### src/sv/hsv2rgb_pkg.sv
`timescale 1ns / 1ps
// shared types and constants for the hsv to rgb converter
package hsv2rgb_pkg;

   localparam int HUE_W  = 20;
   localparam int LVL_W  = 17;
   localparam int CHAN_W = 8;

   // Q1.16 unity for saturation and brightness
   localparam logic [LVL_W-1:0] Q_ONE = 17'h10000;
   localparam int Q_SHIFT = 16;

   // exact floor(y / 15) for y below 4681: (y * 2185) >> 15
   localparam int DIV15_Y_W   = 12;
   localparam int DIV15_MUL_W = 12;
   localparam logic [DIV15_MUL_W-1:0] DIV15_MUL = 12'd2185;
   localparam int DIV15_SHIFT = 15;
   localparam int DIV15_P_W   = DIV15_Y_W + DIV15_MUL_W;

   // depth of the queue between front and back
   localparam int FIFO_DEPTH = 2;

   // 60 degree hue sectors
   typedef enum logic [2:0] {
      SEC_RED_YEL = 3'd0,
      SEC_YEL_GRN = 3'd1,
      SEC_GRN_CYN = 3'd2,
      SEC_CYN_BLU = 3'd3,
      SEC_BLU_MAG = 3'd4,
      SEC_MAG_RED = 3'd5
   } sector_type;

   typedef struct packed {
      logic signed [HUE_W-1:0] hue;
      logic [LVL_W-1:0]        saturation;
      logic [LVL_W-1:0]        brightness;
   } req_type;

   typedef struct packed {
      logic [CHAN_W-1:0] red;
      logic [CHAN_W-1:0] green;
      logic [CHAN_W-1:0] blue;
   } rsp_type;

   typedef struct packed {
      logic empty;
      logic full;
   } fifo_status_type;

endpackage

### src/sv/hsv2rgb_fifo.sv
`timescale 1ns / 1ps
// small register queue between front and back
module hsv2rgb_fifo #(
   parameter int WIDTH = 40,
   parameter int DEPTH = 2
) (
   input  logic                         clock,
   input  logic                         reset,
   input  logic                         push,
   input  logic [WIDTH-1:0]             wr_data,
   input  logic                         pop,
   output logic [WIDTH-1:0]             rd_data,
   output hsv2rgb_pkg::fifo_status_type status
);

   localparam int PW = (DEPTH > 1) ? $clog2(DEPTH) : 1;
   localparam int CW = $clog2(DEPTH + 1);

   logic [WIDTH-1:0] entry_ff [DEPTH];
   logic [PW-1:0]    wr_ptr_ff, wr_ptr_in, rd_ptr_ff, rd_ptr_in;
   logic [CW-1:0]    count_ff, count_in;
   logic             do_push, do_pop;

   assign status.empty = (count_ff == CW'(0));
   assign status.full  = (count_ff == CW'(DEPTH));
   assign do_push = push && !status.full;
   assign do_pop  = pop && !status.empty;

   assign wr_ptr_in = !do_push ? wr_ptr_ff
                    : (wr_ptr_ff == PW'(DEPTH - 1)) ? PW'(0) : wr_ptr_ff + PW'(1);
   assign rd_ptr_in = !do_pop ? rd_ptr_ff
                    : (rd_ptr_ff == PW'(DEPTH - 1)) ? PW'(0) : rd_ptr_ff + PW'(1);
   assign count_in  = count_ff + CW'(do_push) - CW'(do_pop);

   always_ff @(posedge clock) begin
      if (reset) begin
         wr_ptr_ff <= '0;
         rd_ptr_ff <= '0;
         count_ff  <= '0;
      end else begin
         wr_ptr_ff <= wr_ptr_in;
         rd_ptr_ff <= rd_ptr_in;
         count_ff  <= count_in;
      end
      if (do_push) begin
         entry_ff[wr_ptr_ff] <= wr_data;
      end
   end

   assign rd_data = entry_ff[rd_ptr_ff];

endmodule

### config.mk
export PLATFORM = sky130hd
export DESIGN_NAME = hsv2rgb_fifo
export DESIGN_NICKNAME = d
export VERILOG_FILES = /design/src/sv/hsv2rgb_pkg.sv /design/src/sv/hsv2rgb_fifo.sv
export SDC_FILE = /design/constraint.sdc
export NUM_CORES = 1
export LEC_CHECK = 0
export BUFFER_PORTS_ARGS = -buffer_cell sky130_fd_sc_hd__buf_2
export CORE_UTILIZATION = 51
export DETAILED_ROUTE_END_ITERATION = 12
export GPL_TIMING_DRIVEN = 0
export PLACE_DENSITY_LB_ADDON = 0.25
export SLEW_MARGIN = 40
export SYNTH_ARGS = -nofsm -noshare
export SYNTH_HDL_FRONTEND = slang
export SYNTH_SLANG_ARGS = --single-unit
### constraint.sdc
create_clock -name clock -period 2.3 [get_ports clock]
set_input_delay 0.115 -clock clock [delete_from_list [all_inputs] [get_ports clock]]
set_output_delay 0.115 -clock clock [all_outputs]
set_load 0.03 [all_outputs]
==> flow_summary.ini <==
[global_route]
grt_util_all_layers = 0.185
grt_max_degree = 41
antenna_found_initial = 0
first_global_vias = 1868
overflow = 0
grt_first_pass_wirelength_um = 8560

[logic_synthesis]
synth.area.top_cells = edfxtp_1 (77%), mux2_1 (14%), dfxtp_1 (3.2%), ha_1 (0.81%), buf_2 (0.64%)
yosysMostFrequentCell = edfxtp_1
seq_area_frac_synth = 0.805
synth-seq-cells = 85
synth-edff-count = 80
synth.distinct_cells = 20
yosysWarnings = 0
postSynthNetCount = 197
syn_inst = 151
synth.largest_area_cell = edfxtp_1
synth-main-ff-cell = edfxtp_1
yosysTopAreaCellShare = 0.773
synth_common_cells = edfxtp_1 (80), mux2_1 (40), dfxtp_1 (5)
async_reset_ff_frac = 0
avgSynthCellArea_um2 = 20.6
syn_area_um2 = 3110

[pwr]
combPwrFrac = 0.341
switching_power_mw = 1.59
power.density_nw_per_um2 = 1060
intPower_mw = 2.86
ir_drop_v = 0.000857
p_seq_frac = 0.459
leakagePower_nw = 1.63
clockPowerShare = 0.201
p_sw_frac = 0.357

[placement]
dp_hpwl_um = 3290
place.port_buffers = 85
finalWeightedCongestion = 0.738

[run_status]
status = completed

[floorplanning]
fp-row-count = 28
ios = 86
die_h_um = 80.1
initial_core_util = 0.528
die_w_um = 80.1
core_um2 = 5890
dieArea_um2 = 6410

[timing]
fin_setup_tns_ns = 0
maxSlewHeadroom = 0.633
hold-worst-slack_ns = 0.192
min_period_ns = 1.77
finalSetupViolCount = 0
worstMarginPinSlew_ns = 0.551
period_share = 0.769
final-hold-violation-count = 0
rsz0062_at_grt = no
max_freq_mhz = 565
worst_clock_skew_ns = 0.00566
slew_viol_final = 0

[setup_path]
cp-start-kind = register
worst-path-buf-inv = 2
critPathMaxFanout = 40
critPathSlowestCell = inv_4
path_cells = nand2b_2 -> inv_2 -> or3_1 -> inv_4
critPathTopFamily = simple AND/OR/NAND/NOR gates
worstPathRequired_ns = 2.28
r2r_start = count_ff[0]
r2r_end = entry_ff[0][39]
max_stage_delay_ns = 0.41
end_kind = register
path_class = reg2reg
ff2ff_setup_slack_ns = 0.53
arrival_ns = 1.75
worst-r2r-cell-count = 4

[drt]
drc = 0
firstDrtPassIters = 4
wirelength_um = 5500
dr_total_vias = 1767
wl_per_cell_um = 14.9
drt_first_iter_violations = 89
final_antenna_net_count = 0
viasPerCell = 4.80

[cells_and_area]
layout-drive-gt1-share = 0.369
fill_cells = 407
diodes = 0
multi_input_area_um2 = 574
layout-area-overhead-vs-synth_pct = 35.5
nets = 334
regArea_um2 = 2500

[clocking]
cts_sinks = 85
clk_pin_slew_ns = 0.08
cts_resized = 0
cts_buffer_depth = 2
cts_buffers = 9
cts_tree = done
clk_latency_ns = 0.34
cts-root-buf = clkbuf_8
htree_levels = 3

[hold_path]
whs_path_depth = 4
hp-class = in2reg
hold_end = rd_ptr_ff
min_from = pop

[flow_run]
drv_cap = 0
==> cell type report <==
class / count / share of cell area
buffer: 4 / 0.00475
clock buffer: 9 / 0.0294
clock inverter: 7 / 0.0101
inverter: 4 / 0.00416
multi-input combinational: 58 / 0.136
sequential: 85 / 0.594
tap: 75 / 0.0223
timing repair buffer: 126 / 0.199
==> power by group through the flow <==
stage          clock network, mW  logic (mW)  registers, mW
2_1_floorplan                  0        1.07           2.05
4_1_cts                    0.911        1.54           2.04
3_5_place_dp                   0        1.47           2.08
5_1_grt                    0.968        1.63           2.07
3_3_place_gp                   0        1.45           2.07
6_report                   0.893        1.52           2.04
==> cells in the final DEF (no fill, tap or decap) <==
master and count:
mux2_1 40, ha_1 2, o21a_2 1, and2_1 1, clkinvlp_4 4, inv_4 1, and3_4 1, clkinv_2 1
nor2b_1 1, dlygate4sd3_1 41, o21ai_0 1, inv_1 2, nor3_1 1, or3_1 1, dfxtp_1 5, xnor2_1 1
buf_2 89, xor2_1 1, inv_2 1, clkbuf_8 9, edfxtp_1 80, a21oi_1 1, nor2_1 4, nand2_1 1
clkinv_1 2, nand2b_2 1
==> routing by layer <==
metal / vias up / GRT usage / wire length (um)
met2: 51 / 0.328 / 3010
met4: 0 / 0.0946 / 114
li1: 855 / - / -
met1: 849 / 0.213 / 2180
met3: 12 / 0.0330 / 193
met5: - / 0 / 0
==> flip-flops by register name, summed over array words and instances (netlist names), named ones only <==
name	count
entry_ff	80
count_ff	2
rd_ptr_ff	1
wr_ptr_ff	1
==> cells by family (layout without fill, tap and decap cells) <==
| logic type | Yosys count | count (layout) | synth area share |
|---|---|---|---|
| AO/OA/AOI/OAI | 3 | 3 | 0.00604 |
| XOR/XNOR | 2 | 2 | 0.00564 |
| flip-flops | 85 | 85 | 0.805 |
| adder cells (fa/ha/maj) | 2 | 2 | 0.00805 |
| buffers and inverters | 8 | 150 | 0.0113 |
| AND/OR/NAND/NOR | 11 | 11 | 0.0189 |
| multiplexers | 40 | 40 | 0.145 |
==> what timing repair did <==
action	CTS	global route
hold buffers	41	0
hold endpoints to repair	85	0
buffers inserted	0	0
==> worst reg2reg max path: cells and delay by family (launching register included) <==
kind,cells,cell delay (ns)
AND/OR/NAND/NOR,2,0.53
buffers and inverters,2,0.45
flip-flops,1,0.39
==> worst max path at each step <==
stage | from | to | slack, ns | cells past startpoint
3_3_place_gp | count_ff[0] | entry_ff[0][19] | -0.19 | 4
6_report | count_ff[0] | entry_ff[0][39] | 0.53 | 4
4_1_cts | count_ff[0] | entry_ff[0][22] | 0.53 | 4
2_1_floorplan | count_ff[0] | entry_ff[0][0] | 0.20 | 4
3_5_place_dp | count_ff[0] | entry_ff[0][23] | 0.55 | 4
5_1_grt | count_ff[0] | entry_ff[0][39] | 0.43 | 4
==> through the flow <==
step / setup WS, ns / std cells / util / power, mW / instance area, um2
2_1_floorplan: 0.205 / 151 / - / 3.13 / 3110
3_3_place_gp: -0.190 / 311 / 0.616 / 3.52 / 3630
3_5_place_dp: 0.546 / 311 / 0.617 / 3.55 / 3630
4_1_cts: 0.525 / 368 / 0.715 / 4.49 / 4210
5_1_grt: 0.425 / 368 / 0.715 / 4.67 / 4210
6_report: 0.532 / 368 / 0.715 / 4.45 / 4210
Note: power is estimated with default switching activity, not from simulation.
