<file path="src/sv/hsv2rgb_pkg.sv">
`timescale 1ns / 1ps
// shared types and constants for the hsv to rgb converter
package hsv2rgb_pkg;

   localparam int HUE_W  = 20;
   localparam int LVL_W  = 17;
   localparam int CHAN_W = 8;

   // Q1.16 unity for saturation and brightness
   localparam logic [LVL_W-1:0] Q_ONE = 17'h10000;
   localparam int Q_SHIFT = 16;

   // exact floor(y / 15) for y below 4681: (y * 2185) >> 15
   localparam int DIV15_Y_W   = 12;
   localparam int DIV15_MUL_W = 12;
   localparam logic [DIV15_MUL_W-1:0] DIV15_MUL = 12'd2185;
   localparam int DIV15_SHIFT = 15;
   localparam int DIV15_P_W   = DIV15_Y_W + DIV15_MUL_W;

   // depth of the queue between front and back
   localparam int FIFO_DEPTH = 2;

   // 60 degree hue sectors
   typedef enum logic [2:0] {
      SEC_RED_YEL = 3'd0,
      SEC_YEL_GRN = 3'd1,
      SEC_GRN_CYN = 3'd2,
      SEC_CYN_BLU = 3'd3,
      SEC_BLU_MAG = 3'd4,
      SEC_MAG_RED = 3'd5
   } sector_type;

   typedef struct packed {
      logic signed [HUE_W-1:0] hue;
      logic [LVL_W-1:0]        saturation;
      logic [LVL_W-1:0]        brightness;
   } req_type;

   typedef struct packed {
      logic [CHAN_W-1:0] red;
      logic [CHAN_W-1:0] green;
      logic [CHAN_W-1:0] blue;
   } rsp_type;

   typedef struct packed {
      logic empty;
      logic full;
   } fifo_status_type;

endpackage

</file>
<file path="src/sv/hsv2rgb_back.sv">
`timescale 1ns / 1ps
// back end: forms the three channel levels, scales by 255 and routes by sector
module hsv2rgb_back #(
   parameter int HUE_FRAC_BITS = 6
) (
   input  logic                              clock,
   input  logic                              reset,
   input  logic                              take,
   input  hsv2rgb_pkg::sector_type           sector,
   input  logic [$clog2(60 << HUE_FRAC_BITS)-1:0] rem,
   input  logic [hsv2rgb_pkg::LVL_W-1:0]     sat,
   input  logic [hsv2rgb_pkg::LVL_W-1:0]     bri,
   output logic                              rsp_strobe,
   output hsv2rgb_pkg::rsp_type              rsp_data
);

   localparam int LW  = hsv2rgb_pkg::LVL_W;
   localparam int CW  = hsv2rgb_pkg::CHAN_W;
   localparam int QS  = hsv2rgb_pkg::Q_SHIFT;
   localparam int YW  = hsv2rgb_pkg::DIV15_Y_W;
   localparam int PW  = hsv2rgb_pkg::DIV15_P_W;
   localparam int SEC = 60 << HUE_FRAC_BITS;
   localparam int RW  = $clog2(SEC);
   localparam int DW  = $clog2(SEC + 1);
   localparam int NW  = QS + DW;          // width of one times sector span
   localparam int AW  = LW + RW;          // s * rem
   localparam int BW  = LW + DW;          // s * (span - rem)
   localparam int V1W = 2 * LW;           // v * (1 - s)
   localparam int MW  = LW + NW;          // v * numerator
   localparam int DSH = 2 * QS + 2 + HUE_FRAC_BITS;  // denominator is 15 << DSH

   // stage 0
   logic             valid0_ff;
   hsv2rgb_pkg::sector_type sec0_ff;
   logic [LW-1:0]    v0_ff;
   logic [AW-1:0]    pa0_ff, pa0_in;
   logic [BW-1:0]    pb0_ff, pb0_in;
   logic [V1W-1:0]   pv0_ff, pv0_in;
   logic [CW-1:0]    cv0_ff, cv0_in;
   logic [LW+7:0]    v255;
   // stage 1
   logic             valid1_ff;
   hsv2rgb_pkg::sector_type sec1_ff;
   logic [MW-1:0]    m2_1_ff, m2_1_in, m3_1_ff, m3_1_in;
   logic [NW-1:0]    n2, n3;
   logic [CW-1:0]    c1_1_ff, c1_1_in, cv1_ff;
   logic [V1W+7:0]   pv255;
   // stage 2
   logic             valid2_ff;
   hsv2rgb_pkg::sector_type sec2_ff;
   logic [MW+7:0]    x2, x3;
   logic [YW-1:0]    y2, y3;
   logic [PW-1:0]    d2_2_ff, d2_2_in, d3_2_ff, d3_2_in;
   logic [CW-1:0]    c1_2_ff, cv2_ff;
   // stage 3
   logic [CW-1:0]    c2, c3;
   hsv2rgb_pkg::rsp_type rsp_in;

   // stage 0 products
   assign pa0_in = AW'(sat) * AW'(rem);
   assign pb0_in = BW'(sat) * BW'(DW'(SEC) - DW'(rem));
   assign pv0_in = V1W'(bri) * V1W'(hsv2rgb_pkg::Q_ONE - sat);
   assign v255   = {bri, 8'b0} - (LW+8)'(bri);
   assign cv0_in = CW'(v255 >> QS);

   // stage 1: numerators of the blended levels, times v
   assign n2 = NW'(NW'(SEC) << QS) - NW'(pa0_ff);
   assign n3 = NW'(NW'(SEC) << QS) - NW'(pb0_ff);
   assign m2_1_in = MW'(v0_ff) * MW'(n2);
   assign m3_1_in = MW'(v0_ff) * MW'(n3);
   assign pv255   = {pv0_ff, 8'b0} - (V1W+8)'(pv0_ff);
   assign c1_1_in = CW'(pv255 >> (2 * QS));

   // stage 2: scale by 255, drop the power of two, start the divide by 15
   assign x2 = {m2_1_ff, 8'b0} - (MW+8)'(m2_1_ff);
   assign x3 = {m3_1_ff, 8'b0} - (MW+8)'(m3_1_ff);
   assign y2 = YW'(x2 >> DSH);
   assign y3 = YW'(x3 >> DSH);
   assign d2_2_in = PW'(y2) * PW'(hsv2rgb_pkg::DIV15_MUL);
   assign d3_2_in = PW'(y3) * PW'(hsv2rgb_pkg::DIV15_MUL);

   // stage 3: finish the divide and route by sector
   assign c2 = CW'(d2_2_ff >> hsv2rgb_pkg::DIV15_SHIFT);
   assign c3 = CW'(d3_2_ff >> hsv2rgb_pkg::DIV15_SHIFT);

   always_comb begin
      unique case (sec2_ff)
         hsv2rgb_pkg::SEC_RED_YEL: rsp_in = '{red: cv2_ff, green: c3, blue: c1_2_ff};
         hsv2rgb_pkg::SEC_YEL_GRN: rsp_in = '{red: c2, green: cv2_ff, blue: c1_2_ff};
         hsv2rgb_pkg::SEC_GRN_CYN: rsp_in = '{red: c1_2_ff, green: cv2_ff, blue: c3};
         hsv2rgb_pkg::SEC_CYN_BLU: rsp_in = '{red: c1_2_ff, green: c2, blue: cv2_ff};
         hsv2rgb_pkg::SEC_BLU_MAG: rsp_in = '{red: c3, green: c1_2_ff, blue: cv2_ff};
         default:                  rsp_in = '{red: cv2_ff, green: c1_2_ff, blue: c2};
      endcase
   end

   always_ff @(posedge clock) begin
      if (reset) begin
         valid0_ff  <= 1'b0;
         valid1_ff  <= 1'b0;
         valid2_ff  <= 1'b0;
         rsp_strobe <= 1'b0;
      end else begin
         valid0_ff  <= take;
         valid1_ff  <= valid0_ff;
         valid2_ff  <= valid1_ff;
         rsp_strobe <= valid2_ff;
      end
      sec0_ff  <= sector;
      v0_ff    <= bri;
      pa0_ff   <= pa0_in;
      pb0_ff   <= pb0_in;
      pv0_ff   <= pv0_in;
      cv0_ff   <= cv0_in;
      sec1_ff  <= sec0_ff;
      m2_1_ff  <= m2_1_in;
      m3_1_ff  <= m3_1_in;
      c1_1_ff  <= c1_1_in;
      cv1_ff   <= cv0_ff;
      sec2_ff  <= sec1_ff;
      d2_2_ff  <= d2_2_in;
      d3_2_ff  <= d3_2_in;
      c1_2_ff  <= c1_1_ff;
      cv2_ff   <= cv1_ff;
      rsp_data <= rsp_in;
   end

endmodule

</file>
<file path="config.mk">
export PLATFORM = sky130hd
export DESIGN_NAME = hsv2rgb_back
export DESIGN_NICKNAME = d
export VERILOG_FILES = /design/src/sv/hsv2rgb_pkg.sv /design/src/sv/hsv2rgb_back.sv
export SDC_FILE = /design/constraint.sdc
export NUM_CORES = 2
export LEC_CHECK = 0
export BUFFER_PORTS_ARGS = -buffer_cell sky130_fd_sc_hd__buf_2
export CAP_MARGIN = 10
export CORE_MARGIN = 3
export CORE_UTILIZATION = 25
export CTS_CLUSTER_DIAMETER = 120
export DETAILED_ROUTE_END_ITERATION = 8
export PLACE_DENSITY_LB_ADDON = 0.15
export SLEW_MARGIN = 40
export SYNTH_ARGS = -nofsm -noshare
export SYNTH_HDL_FRONTEND = slang
export SYNTH_SLANG_ARGS = --single-unit
</file>
<file path="constraint.sdc">
create_clock -name clock -period 9.8 [get_ports clock]
set_input_delay 0 -clock clock [delete_from_list [all_inputs] [get_ports clock]]
set_output_delay 0 -clock clock [all_outputs]
set_load 0.05 [all_outputs]
</file>
==> impl_metrics.csv <==
group,metric,value,unit
grt,grt_antenna_before_repair,7,
clock_tree,clk_path_buf_depth,3,
drt,wirelength,199,mm
setup_path,arrival,9.37,ns
status,outcome,"finished, final reports clean",
grt,overflow,0,
setup_path,critical_path_buf_inv_count,4,
setup_path,r2r-start,"pa0_ff[7]",
logic_synthesis,ys.flop_type,"dfxtp_1",
timing,final.setup.tns,0,ns
logic_synthesis,synth_cells,7719,
floorplanning,die_w,527,um
setup_path,required,10.36,ns
grt,grt_max_degree,59,
clock_tree,cts_tree,"yes",
logic_synthesis,syn_area,67900,sq um
layout,drive_gt1_share,5.01,%
floorplanning,core,269000,sq um
setup_path,slowest_delay,0.56,ns
setup_path,start_kind,"flip-flop",
timing,hold_viol_final,0,
grt,grt.total_usage,14.6,%
setup_path,worstSetupEndpointType,"flip-flop",
setup_path,rr_endpoint,"m2_1_ff[41]",
layout,syn2layout_area_growth,9.81,%
logic_synthesis,synth_edf_count,0,
clock_tree,ctsResizeCount,0,
timing,fmax,114,MHz
logic_synthesis,synth_cell_types,89,
placement,dp_hpwl,160,mm
worst_hold_path,min_from,"reset",
drt,initialDrtViolationCount,2101,
placement,io_buffers,76,
drt,drt_first_pass_iters,7,
worst_hold_path,hold_path_class,"input pin to flip-flop",
timing,period_needed,8.81,ns
drt,post_drt_wl_per_cell,17.6,um
placement,place.gp.congestion,0.795,
setup_path,reg2regPathDepth,31,
clock_tree,cts_buffers,45,
timing,clock_skew,0.0301,ns
worst_hold_path,holdPathStages,3,
grt,grt_pass1_vias,54400,
drt,final_antenna_net_count,0,
clock_tree,clock-sinks,288,
floorplanning,dieArea,278000,sq um
placement,placed_cell_area,72800,sq um
timing,grt_setup_unrepaired,"no",
drt,drc_errors,0,
logic_synthesis,synth-seq-cells,288,
layout,finalNetCount,9820,
timing,worst_pin_slew,0.876,ns
worst_hold_path,hold_end,"rsp_strobe",
setup_path,cp_common_cell,"fa_1",
floorplanning,initial_core_util,25.2,%
floorplanning,die_h,527,um
logic_synthesis,synth_top_area_cell,"fa_1",
clock_tree,root_buffer,"clkbuf_16",
timing,slew_headroom,41.2,%
clock_tree,cts_max_level,2,
logic_synthesis,yosys_warnings,0,
setup_path,crit_fanout,15,
timing,setup_viol,0,
logic_synthesis,seq_area_frac_synth,8.49,%
logic_synthesis,synth_top_area_share,39.7,%
setup_path,r2r_slack,0.99,ns
grt,grt_pass1_wl,319,mm
setup_path,critical-path-top-delay-family,"adder cells",
logic_synthesis,synth.area.top_cells,"fa_1, ha_1, inv_1",
floorplanning,design.portCount,77,
clock_tree,path_clk_slew,0.05,ns
timing,slew_violations,0,
logic_synthesis,syn_nets,9859,
clock_tree,clk_latency,0.65,ns
floorplanning,num_rows,190,
layout,postLayoutCellArea,74600,sq um
setup_path,worstSetupPathType,"flip-flop to flip-flop",
logic_synthesis,postSynth.asyncResetShare,0,%
drt,vias,49200,
setup_path,cp_slowest_cell,"or4_4",
logic_synthesis,syn_area_per_cell,8.80,sq um
job,drv_cap,0,
drt,via_per_inst,4.36,
setup_path,cp.depth,31,
timing,finalCritPeriodShare,89.9,%
[synthesized netlist by cell type (33+ instances only)]
master	number
nand2_1	1138
nor2b_1	36
xor2_1	64
and2_1	604
fa_1	1346
nand2b_1	39
a21o_1	113
nor3_1	59
xnor2_1	202
clkbuf_1	297
a21oi_1	220
nand4_1	33
nand3_1	51
dfxtp_1	288
o21ai_0	101
inv_1	1744
nor2_1	209
ha_1	742
[worst min-delay path: cells and delay by family]
| kind | cells | cell delay [ns] |
|---|---|---|
| buffers and inverters | 2 | 0.65 |
| and+or+nand+nor | 1 | 0.04 |
[kinds of logic after synthesis]
logic type               share of synthesized area [%]
AO/OA/AOI/OAI                                     6.55
XOR/XNOR                                          3.52
adder cells (fa/ha/maj)                           53.3
buffers and inverters                             11.5
flip-flops                                        8.49
multiplexers                                     0.530
AND/OR/NAND/NOR                                   16.1
[registers in the layout (all words and copies together) (netlist names)]
name	cells
d2_2_ff	8
sec1_ff	3
sec2_ff	3
pv0_ff	34
cv2_ff	8
rsp_strobe	1
valid0_ff	1
pa0_ff	27
rsp_data	24
pb0_ff	28
valid2_ff	1
c1_1_ff	8
sec0_ff	3
c1_2_ff	8
d3_2_ff	8
cv1_ff	8
valid1_ff	1
v0_ff	17
cv0_ff	8
m3_1_ff	45
m2_1_ff	44
[layout make-up]
type / instances / area (sq um)
Antenna cell: 2 / 5.00
Clock buffer: 58 / 1230
Clock inverter: 26 / 313
Fill cell: 29100 / 195000
Inverter: 1744 / 6550
Multi-Input combinational cell: 5363 / 54600
Sequential cell: 288 / 5800
Tap cell: 3552 / 4440
Timing Repair Buffer: 238 / 1690
[worst max-delay path by stage]
stage | from | slack (ns) | endpoint
floorplan | pb0_ff[0] | 1.15 | m2_1_ff[41]
global placement | sat[2] | 0.86 | pv0_ff[30]
detailed placement | sat[2] | 0.87 | pv0_ff[30]
CTS | pa0_ff[7] | 0.94 | m2_1_ff[44]
global route | pa0_ff[7] | 0.41 | m2_1_ff[44]
finish | pa0_ff[7] | 0.99 | m2_1_ff[41]
[metal layers]
layer	wire (um)	GRT usage (%)
met5	7	0
met4	2640	2.10
met3	5450	1.41
met2	91700	24.2
met1	98900	21.0
[cells in the final DEF (no fill, tap or decap), types with 26 or more instances in the layout]
| master | synthesis | final |
|---|---|---|
| a211oi_1 | 26 | 26 |
| and2_1 | 604 | 604 |
| ha_1 | 742 | 740 |
| nand4_1 | 33 | 33 |
| inv_1 | 1744 | 1744 |
| nand2b_1 | 39 | 39 |
| o21ai_0 | 101 | 101 |
| fa_1 | 1346 | 1346 |
| mux2i_1 | 27 | 27 |
| clkbuf_16 | 0 | 45 |
| buf_4 | 0 | 135 |
| nand2_1 | 1138 | 1138 |
| xnor2_1 | 202 | 192 |
| a21oi_1 | 220 | 220 |
| o21a_1 | 32 | 32 |
| dlygate4sd3_1 | 0 | 27 |
| a21o_1 | 113 | 113 |
| dfxtp_1 | 288 | 270 |
| nor2_1 | 209 | 207 |
| xor2_1 | 64 | 59 |
| nor3_1 | 59 | 59 |
| nor2b_1 | 36 | 36 |
| buf_2 | 6 | 75 |
| nand3_1 | 51 | 51 |
[what timing repair did]
| item | CTS | global route |
|---|---|---|
| hold endpoints to repair | 31 | 0 |
| hold buffers | 27 | 0 |
| buffers inserted | 0 | 0 |
[metrics by stage]
stage	util [%]	worst slack, ns	instances	hold slack (ns)
after global routing	27.7	0.415	11300	0.0525
after CTS	27.7	0.944	11300	0.00811
after global placement	27.0	0.856	11200	0.103
after detailed placement	27.0	0.866	11200	0.104
final	27.7	0.991	11300	0.0832
after floorplan	-	1.15	7719	0.0277
Power is left out: the tool's default activity adds up to more than one toggle a clock period on the data nets, which glitch-free logic cannot reach.
