[config.mk]
export PLATFORM = sky130hd
export DESIGN_NAME = hsv2rgb_front
export DESIGN_NICKNAME = d
export VERILOG_FILES = /design/src/sv/hsv2rgb_pkg.sv /design/src/sv/hsv2rgb_front.sv
export SDC_FILE = /design/constraint.sdc
export NUM_CORES = 1
export LEC_CHECK = 0
export BUFFER_PORTS_ARGS = -buffer_cell sky130_fd_sc_hd__buf_2
export CAP_MARGIN = 5
export CORE_MARGIN = 2
export CORE_UTILIZATION = 39
export CTS_BUF_LIST = sky130_fd_sc_hd__clkbuf_4 sky130_fd_sc_hd__clkbuf_8 sky130_fd_sc_hd__clkbuf_16
export DETAILED_ROUTE_END_ITERATION = 12
export GPL_ROUTABILITY_DRIVEN = 0
export PLACE_DENSITY = 0.56
export SYNTH_ARGS = -nofsm -noshare
export SYNTH_HDL_FRONTEND = slang
export SYNTH_SLANG_ARGS = --single-unit
[constraint.sdc]
create_clock -name clock -period 5.2 [get_ports clock]
set_clock_uncertainty 0.2 [all_clocks]
set_input_delay 0.26 -clock clock [delete_from_list [all_inputs] [get_ports clock]]
set_output_delay 0.26 -clock clock [all_outputs]
set_load 0.02 [all_outputs]
[src/sv/hsv2rgb_pkg.sv]
`timescale 1ns / 1ps
// shared types and constants for the hsv to rgb converter
package hsv2rgb_pkg;

   localparam int HUE_W  = 20;
   localparam int LVL_W  = 17;
   localparam int CHAN_W = 8;

   // Q1.16 unity for saturation and brightness
   localparam logic [LVL_W-1:0] Q_ONE = 17'h10000;
   localparam int Q_SHIFT = 16;

   // exact floor(y / 15) for y below 4681: (y * 2185) >> 15
   localparam int DIV15_Y_W   = 12;
   localparam int DIV15_MUL_W = 12;
   localparam logic [DIV15_MUL_W-1:0] DIV15_MUL = 12'd2185;
   localparam int DIV15_SHIFT = 15;
   localparam int DIV15_P_W   = DIV15_Y_W + DIV15_MUL_W;

   // depth of the queue between front and back
   localparam int FIFO_DEPTH = 2;

   // 60 degree hue sectors
   typedef enum logic [2:0] {
      SEC_RED_YEL = 3'd0,
      SEC_YEL_GRN = 3'd1,
      SEC_GRN_CYN = 3'd2,
      SEC_CYN_BLU = 3'd3,
      SEC_BLU_MAG = 3'd4,
      SEC_MAG_RED = 3'd5
   } sector_type;

   typedef struct packed {
      logic signed [HUE_W-1:0] hue;
      logic [LVL_W-1:0]        saturation;
      logic [LVL_W-1:0]        brightness;
   } req_type;

   typedef struct packed {
      logic [CHAN_W-1:0] red;
      logic [CHAN_W-1:0] green;
      logic [CHAN_W-1:0] blue;
   } rsp_type;

   typedef struct packed {
      logic empty;
      logic full;
   } fifo_status_type;

endpackage

[src/sv/hsv2rgb_front.sv]
`timescale 1ns / 1ps
// front end: clamps levels, wraps the hue and splits it into sector and remainder
module hsv2rgb_front #(
   parameter int HUE_FRAC_BITS = 6
) (
   input  logic                              clock,
   input  logic                              reset,
   input  logic                              accept,
   input  hsv2rgb_pkg::req_type              req_data,
   output logic                              push,
   output hsv2rgb_pkg::sector_type           sector,
   output logic [$clog2(60 << HUE_FRAC_BITS)-1:0] rem,
   output logic [hsv2rgb_pkg::LVL_W-1:0]     sat,
   output logic [hsv2rgb_pkg::LVL_W-1:0]     bri
);

   localparam int HW    = hsv2rgb_pkg::HUE_W;
   localparam int LW    = hsv2rgb_pkg::LVL_W;
   localparam int TURN  = 360 << HUE_FRAC_BITS;
   localparam int SEC   = 60 << HUE_FRAC_BITS;
   localparam int HALF  = 2 ** (HW - 1);
   localparam int EXTRA = ((HALF + TURN - 1) / TURN) * TURN - HALF;
   localparam int UW    = HW + 1;
   localparam int RS    = UW + 1;
   localparam int M     = (2 ** RS) / TURN;
   localparam int MW    = $clog2(M + 1);
   localparam int QW    = $clog2((2 ** UW) / TURN + 1);
   localparam int TW    = $clog2(TURN);
   localparam int RW    = $clog2(SEC);

   // stage 0: biased hue and clamped levels
   logic          valid0_ff, valid0_in;
   logic [UW-1:0] u0_ff, u0_in;
   logic [LW-1:0] s0_ff, s0_in, v0_ff, v0_in;
   // stage 1: turn count estimate
   logic          valid1_ff;
   logic [UW-1:0] u1_ff;
   logic [QW-1:0] q1_ff, q1_in;
   logic [LW-1:0] s1_ff, v1_ff;
   logic [UW+MW-1:0] prod1;
   // stage 2: remainder, below two turns
   logic            valid2_ff;
   logic [TW:0]     r2_ff, r2_in;
   logic [UW-1:0]   qt2;
   logic [LW-1:0]   s2_ff, v2_ff;
   logic [TW-1:0]   hm;

   // offset by a whole number of turns so the hue is never negative
   assign u0_in = UW'({~req_data.hue[HW-1], req_data.hue[HW-2:0]}) + UW'(EXTRA);
   assign s0_in = (req_data.saturation > hsv2rgb_pkg::Q_ONE) ? hsv2rgb_pkg::Q_ONE
                                                              : req_data.saturation;
   assign v0_in = (req_data.brightness > hsv2rgb_pkg::Q_ONE) ? hsv2rgb_pkg::Q_ONE
                                                              : req_data.brightness;
   assign valid0_in = accept;

   // reciprocal estimate, low by at most one turn
   assign prod1 = (UW+MW)'(u0_ff) * (UW+MW)'(M);
   assign q1_in = QW'(prod1 >> RS);

   assign qt2   = UW'(UW'(q1_ff) * UW'(TURN));
   assign r2_in = (TW+1)'(u1_ff - qt2);

   always_ff @(posedge clock) begin
      if (reset) begin
         valid0_ff <= 1'b0;
         valid1_ff <= 1'b0;
         valid2_ff <= 1'b0;
      end else begin
         valid0_ff <= valid0_in;
         valid1_ff <= valid0_ff;
         valid2_ff <= valid1_ff;
      end
      u0_ff <= u0_in;
      s0_ff <= s0_in;
      v0_ff <= v0_in;
      u1_ff <= u0_ff;
      q1_ff <= q1_in;
      s1_ff <= s0_ff;
      v1_ff <= v0_ff;
      r2_ff <= r2_in;
      s2_ff <= s1_ff;
      v2_ff <= v1_ff;
   end

   // final correction and sector split feed the queue directly
   assign hm = (r2_ff >= (TW+1)'(TURN)) ? TW'(r2_ff - (TW+1)'(TURN)) : TW'(r2_ff);

   always_comb begin
      priority if (hm >= TW'(5 * SEC)) begin
         sector = hsv2rgb_pkg::SEC_MAG_RED;
         rem    = RW'(hm - TW'(5 * SEC));
      end else if (hm >= TW'(4 * SEC)) begin
         sector = hsv2rgb_pkg::SEC_BLU_MAG;
         rem    = RW'(hm - TW'(4 * SEC));
      end else if (hm >= TW'(3 * SEC)) begin
         sector = hsv2rgb_pkg::SEC_CYN_BLU;
         rem    = RW'(hm - TW'(3 * SEC));
      end else if (hm >= TW'(2 * SEC)) begin
         sector = hsv2rgb_pkg::SEC_GRN_CYN;
         rem    = RW'(hm - TW'(2 * SEC));
      end else if (hm >= TW'(SEC)) begin
         sector = hsv2rgb_pkg::SEC_YEL_GRN;
         rem    = RW'(hm - TW'(SEC));
      end else begin
         sector = hsv2rgb_pkg::SEC_RED_YEL;
         rem    = RW'(hm);
      end
   end

   assign push = valid2_ff;
   assign sat  = s2_ff;
   assign bri  = v2_ff;

endmodule

==> results of run 1 <==
==> final cells by class <==
class / count / area, sq um
inverter: 159 / 601.8
multi-input combinational: 399 / 3880
sequential: 165 / 3303
fill: 1831 / 9773
clock buffer: 17 / 425.4
tap: 265 / 331.6
timing repair buffer: 166 / 1131
clock inverter: 15 / 207.7
==> stage by stage <==
step / cell area [sq um] / total power, mW / hold slack (ns) / util / instances
after global routing: 9881 / 7.054 / 0.1307 / 0.5027 / 1186
final: 9881 / 6.377 / 0.1265 / 0.5027 / 1186
after detailed placement: 8647 / 5.086 / 0.1121 / 0.4400 / 1094
after global placement: 8647 / 5.073 / 0.1095 / 0.4400 / 1094
after floorplan: 7875 / 4.361 / 0.08772 / - / 736
after CTS: 9881 / 6.465 / 0.1261 / 0.5027 / 1186
==> cells by family after synthesis <==
group / count (synthesis) / synth area share
adder cells (fa/ha/maj): 141 / 0.2726
XOR/XNOR: 38 / 0.04226
AO/OA/AOI/OAI: 89 / 0.08151
AND/OR/NAND/NOR: 129 / 0.09310
buffers and inverters: 172 / 0.08786
multiplexers: 2 / 0.003177
flip-flops: 165 / 0.4194
==> power groups by stage <==
stage	combinational [mW]	sequential [mW]	clock, mW
floorplan	2.83	1.53	0
global placement	3.51	1.57	0
detailed placement	3.52	1.57	0
CTS	3.59	1.54	1.34
global route	4.11	1.56	1.39
finish	3.54	1.54	1.30
==> worst max-delay path by stage <==
stage	start	endpoint	slack [ns]	cells after the start
floorplan	u0_ff[16]	q1_ff[5]	1.01	16
global placement	u0_ff[14]	q1_ff[6]	0.74	16
detailed placement	u0_ff[14]	q1_ff[5]	0.73	16
CTS	u0_ff[14]	q1_ff[6]	0.69	16
global route	u0_ff[14]	q1_ff[6]	0.40	16
finish	u0_ff[14]	q1_ff[6]	0.71	16
==> state kept, by name, summed over array words and instances, names as in the netlist <==
register / flops
s1_ff: 17
u0_ff: 21
q1_ff: 7
r2_ff: 16
u1_ff: 16
v0_ff: 17
valid1_ff: 1
bri: 17
v1_ff: 17
valid0_ff: 1
s0_ff: 17
sat: 17
push: 1
==> routing by layer <==
| metal | vias to the layer above | wire [um] | track usage |
|---|---|---|---|
| met2 | 103 | 6691 | 0.2358 |
| met3 | 13 | 836 | 0.05094 |
| li1 | 2716 | - | - |
| met1 | 2370 | 6752 | 0.1755 |
| met5 | - | 0 | 0 |
| met4 | 0 | 176 | 0.04369 |
==> repair_timing <==
action / CTS / global route
hold buffers: 60 / 0
buffers inserted: 0 / 0
hold endpoints to repair: 58 / 0
==> worst register-to-register path, stage by stage, from the launching register on <==
cell and delay, ns:
dfxtp_1 0.40, ha_1 0.31, inv_1 0.08, fa_1 0.55, inv_1 0.05, fa_1 0.50
inv_1 0.05, fa_1 0.50, inv_1 0.04, ha_1 0.30, nand3_1 0.13, nor4_1 0.30
o211ai_1 0.17, a31oi_1 0.31, nor2_1 0.09, a211o_1 0.27, xnor2_1 0.12
==> placed cells by master (no fill, tap or decap), types with 8 or more instances in the layout <==
cell and count:
a211oi_1 9, dlygate4sd3_1 60, nor3_1 8, a21oi_1 16
nand2_1 15, nor4_1 10, xor2_1 15, a21o_1 9
clkbuf_16 17, fa_1 51, o21ai_0 16, nor2b_1 37
inv_1 155, xnor2_1 23, buf_2 106, dfxtp_1 165
nand3_1 14, nor2_1 22, ha_1 90
==> results by group, run 1 <==
Outcome
  – Outcome: finished clean

Critical path
  – Critical Path Fanout Max: 4
  – Crit-path cells: ha_1, inv_1, fa_1, inv_1, fa_1, inv_1, fa_1, inv_1, ha_1, nand3_1, nor4_1, o211ai_1, a31oi_1, nor2_1, a211o_1, xnor2_1
  – R2R Path End: q1_ff[6]
  – CP max-delay cell: fa_1
  – CP Data Arrival Time: 4.60 ns
  – CP Buf/Inv Count: 4
  – Worst Path Required: 5.31 ns
  – CP Launch Type: flip-flop
  – Worst r2r path cells: 16
  – CP Class: flip-flop to flip-flop
  – Worst r2r src: u0_ff[14]
  – CP Capture Type: flip-flop
  – Minimum setup slack among reg-to-reg paths: about 0.71 ns
  – CP top delay family: adder cells
  – Worst path most repeated cell: inv_1
  – CP max stage delay: 0.55 ns

Yosys
  – EDFF count, synth: 0
  – Count leader, synth: dfxtp_1
  – Synthesized area per cell: ~11 sq um
  – Post-synth top flop: dfxtp_1
  – Post-Syn Instances: approximately 740
  – Most frequent cells after synthesis: dfxtp_1 (165), inv_1 (155), ha_1 (90)
  – Leading area contributor after synthesis: dfxtp_1
  – Sequential area share after synthesis: 0.4194
  – Yosys cell types: 61
  – Area share of the largest cell type after synthesis: 0.4194
  – Syn. warnings: 0
  – Mapped Area: 0.007875 sq mm
  – Async SR Flop Fraction: 0
  – Net Count, Synth: 934
  – Top post-synthesis cells by area: dfxtp_1 (42%), ha_1 (14%), fa_1 (13%), inv_1 (7.4%), nor2b_1 (2.9%)
  – #FFs+latches synth: approximately 170

STA
  – # setup viols final: 0
  – Slew Viols, Final: 0
  – RSZ-0062 raised after global routing: no
  – Worst Max-Slew Pin Slew: 0.8561 ns
  – FMAX: 222.6 MHz
  – Setup TNS: 0 ns
  – Rel. slew slack: 0.4218
  – Final Hold Viols: 0
  – Setup WS post-layout: 0.7068 ns
  – Fin crit share: 0.8641
  – Period minus WS final: 4.493 ns

Worst hold path
  – Worst Hold Depth: 0
  – WHS Endpoint: s1_ff[0]
  – Tightest Hold Check Type: flip-flop to flip-flop
  – Hold path start: s0_ff[0]

GRT
  – Number of global-route vias before repair: 5316
  – First-pass GRT wire length: roughly 25 mm
  – Largest net degree at the start of global routing: 19
  – Overall Global Routing Usage: 0.1428
  – Gr ovfl total: 0
  – Initial antenna violation count: 0

Routing
  – Starting DRT DRC Count: 128
  – First-pass DRT Iterations: 7
  – Antenna viol nets, final: 0
  – DRC Markers: 0
  – Wire per inst: 12.19 um
  – Vias per cell: 4.386
  – Via count: 5202
  – Total Routed Length: 14.46 mm

Floorplanning
  – Die ar.: 0.02135 sq mm
  – Chip height: 146.1 um
  – I/O pin cnt: 107
  – DIE WIDTH: 146.1 um
  – Cell Rows: 51
  – Core area: a little under 0.02 sq mm
  – Initial Utilization: 0.4007

Power and ir drop
  – Sw frac: 0.4126
  – Sequential Power Share: 0.241
  – Worst vdd ir: 0.3723 mV
  – Pint: 3.746 mW
  – Comb power frac: 0.555
  – Leakage: 4.887 nW
  – Cell Pwr Density: 645.4 mW/mm^2
  – Switching pwr: 2.631 mW
  – Clock share of power: 0.204

Final layout
  – # diodes: 0
  – Area delta synth->final: 25.47%
  – Layout cell share with drive strength beyond 1: 0.1672
  – Nets: 1106

Placed design
  – Post-DP HPWL: around 11 mm
  – PortBufs: 106
  – Place WS: 0.7301 ns

CTS
  – CTS buffer count: 17
  – TritonCTS clock tree: done
  – CTS resizes: 0
  – Root buffer cell: clkbuf_16
  – H-tree depth: 4
  – Worst skew pair latency: between 0.4 and 0.5 ns
  – CTS sink cnt: roughly 170
  – Clock input transition at the sequential cells of the worst setup and hold paths: 0.07 ns
  – CTS Buffer Depth: 2

Flow run
  – MaxCap Viol Count: 0
Note: power is estimated with default switching activity, not from simulation.
==> inputs of run 2 (changes only) <==
Settings changed: REMOVE_ABC_BUFFERS set to 1.
==> run 2 against run 1 <==
Effect of this change: die area is the same; flip-flop and latch count is the same; largest cell class unchanged; via count grew 2.2%; maximum frequency grew 1.6%; highest routed layer unchanged.
==> results by group, run 2 (synthesized netlist as in run 1, its figures left out) <==
Final layout
  – Area occupied by multi-input gates: roughly 0.0039 sq mm
  – Most frequent cells in the layout: dfxtp_1 (165), inv_1 (155), buf_2 (106)
  – Max reg flops: 21
  – FF+latch area: 0.003303 sq mm
  – Nets: 1107
  – Reg with most FFs: u0_ff
  – Layout cell share with drive strength beyond 1: 0.1670
  – Most common library cell in the layout ignoring fill and taps: dfxtp_1
  – # diodes: 0
  – Fillers: 1838
  – Area delta synth->final: 25.37%

STA
  – Worst Max-Slew Pin Slew: 0.8427 ns
  – RSZ-0062 raised after global routing: no
  – Hold Worst Slack: 0.1238 ns
  – Slew Viols, Final: 0
  – Fin crit share: 0.8507
  – # setup viols final: 0
  – Setup WS post-layout: 0.7766 ns
  – Setup TNS: 0 ns
  – Final Hold Viols: 0
  – Rel. slew slack: 0.4308
  – Period minus WS final: 4.423 ns
  – FMAX: 226.1 MHz

Critical path
  – Minimum setup slack among reg-to-reg paths: ~0.78 ns
  – R2R Path End: q1_ff[5]
  – CP Launch Type: flip-flop
  – CP Capture Type: flip-flop
  – Worst r2r path cells: 16
  – Worst r2r src: u0_ff[4]
  – CP Class: flip-flop to flip-flop
  – Worst Path Required: 5.35 ns
  – Critical Path Fanout Max: 5
  – CP Data Arrival Time: between 4 and 5 ns

Routing
  – Vias per cell: 4.480
  – Antenna viol nets, final: 0
  – Total Routed Length: 15.05 mm
  – Via count: 5318
  – Wire per inst: roughly 13 um
  – Starting DRT DRC Count: 134
  – DRC Markers: 0
  – First-pass DRT Iterations: 4

Worst hold path
  – Tightest Hold Check Type: flip-flop to flip-flop
  – Hold path start: v1_ff[16]
  – Worst Hold Depth: 0
  – WHS Endpoint: bri[16]

CTS
  – Clock input transition at the sequential cells of the worst setup and hold paths: 0.07 ns
  – H-tree depth: 4
  – CTS buffer count: 17
  – CTS Hold Bufs: 61
  – CTS sink cnt: roughly 170
  – Worst skew pair latency: 0.42 ns
  – Post-CTS Setup Bufs: 0
  – CTS resizes: 0
  – Root buffer cell: clkbuf_16
  – TritonCTS clock tree: done
  – CTS Buffer Depth: 2

Placed design
  – PortBufs: 106
  – Post-DP HPWL: 11.56 mm
  – Place WS: 0.7498 ns

GRT
  – Overall Global Routing Usage: 0.1482
  – Gr ovfl total: 0
  – Number of global-route vias before repair: 5576
  – First-pass GRT wire length: ~26 mm
  – Largest net degree at the start of global routing: 19
  – Initial antenna violation count: 0

Power and ir drop
  – Sequential Power Share: 0.242
  – Worst vdd ir: ~0.3 mV
  – Clock share of power: 0.199
  – Total power: between 6 and 7 mW
  – Sw frac: 0.4185
  – Comb power frac: 0.559
  – Cell Pwr Density: around 640 mW/mm^2
  – Switching pwr: 2.659 mW
  – Pint: 3.694 mW
  – Leakage: 4.872 nW

Floorplanning
  – DIE WIDTH: 146.1 um
  – Cell Rows: 51
  – Die ar.: roughly 0.021 sq mm
  – Initial Utilization: 0.4007
  – Core area: 0.01965 sq mm
  – Chip height: between 100 and 150 um
  – I/O pin cnt: 107

Outcome
  – Outcome: finished clean

Flow run
  – MaxCap Viol Count: 0
run 2: changes by cell type in the layout (fill, tap and decap cells not counted), sizes merged:
cell	previous run	this run
inv	164	162
bufinv	2	1
clkinvlp	0	3
dlygate4sd3	60	61
run 2: metal layers:
metal | vias to the layer above | wire (um) | global-route usage
li1 | 2720 | - | -
met1 | 2452 | 6821 | 0.1823
met2 | 118 | 7078 | 0.2460
met3 | 28 | 873 | 0.04500
met4 | 0 | 275 | 0.05485
met5 | - | 0 | 0
run 2: final cells by class:
type / instances / share of cell area
multi-input cells: 399 / 0.3930
well taps: 265 / 0.03358
clock buffers: 17 / 0.04309
repair buffers: 167 / 0.1156
clock inverters: 15 / 0.01926
flip-flops and latches: 165 / 0.3346
inverters: 159 / 0.06096
run 2: how the worst max path moves through the flow:
stage | startpoint | slack, ns | cells after the start | to
floorplan | u0_ff[16] | 1.01 | 16 | q1_ff[5]
global placement | u0_ff[14] | 0.79 | 16 | q1_ff[6]
detailed placement | u0_ff[4] | 0.75 | 16 | q1_ff[5]
CTS | u0_ff[4] | 0.73 | 16 | q1_ff[5]
global route | u0_ff[4] | 0.44 | 16 | q1_ff[5]
finish | u0_ff[4] | 0.78 | 16 | q1_ff[5]
run 2: power groups by stage:
stage | registers [mW] | logic, mW | clock network, mW
after global placement | 1.57 | 3.50 | 0
after floorplan | 1.55 | 2.79 | 0
after CTS | 1.54 | 3.58 | 1.29
after global routing | 1.56 | 4.10 | 1.35
final | 1.54 | 3.55 | 1.26
after detailed placement | 1.57 | 3.51 | 0
run 2: metrics by stage:
step | cell area, sq um | utilization | instances
after floorplan | 7785 | - | 723
after global placement | 8647 | 0.4400 | 1094
after detailed placement | 8647 | 0.4400 | 1094
after CTS | 9873 | 0.5024 | 1187
after global routing | 9873 | 0.5024 | 1187
final | 9873 | 0.5024 | 1187
run 2: worst max-delay path, stage by stage, from the launching register on:
cell and delay, ns:
dfxtp_1 0.36, ha_1 0.34, inv_1 0.07, fa_1 0.52, inv_1 0.05, fa_1 0.49, inv_1 0.05, fa_1 0.50
inv_1 0.04, ha_1 0.19, nor3_1 0.23, nand3_1 0.18, o211ai_1 0.24, a31oi_1 0.17, or3_1 0.40, a21oi_1 0.18
xnor2_1 0.13
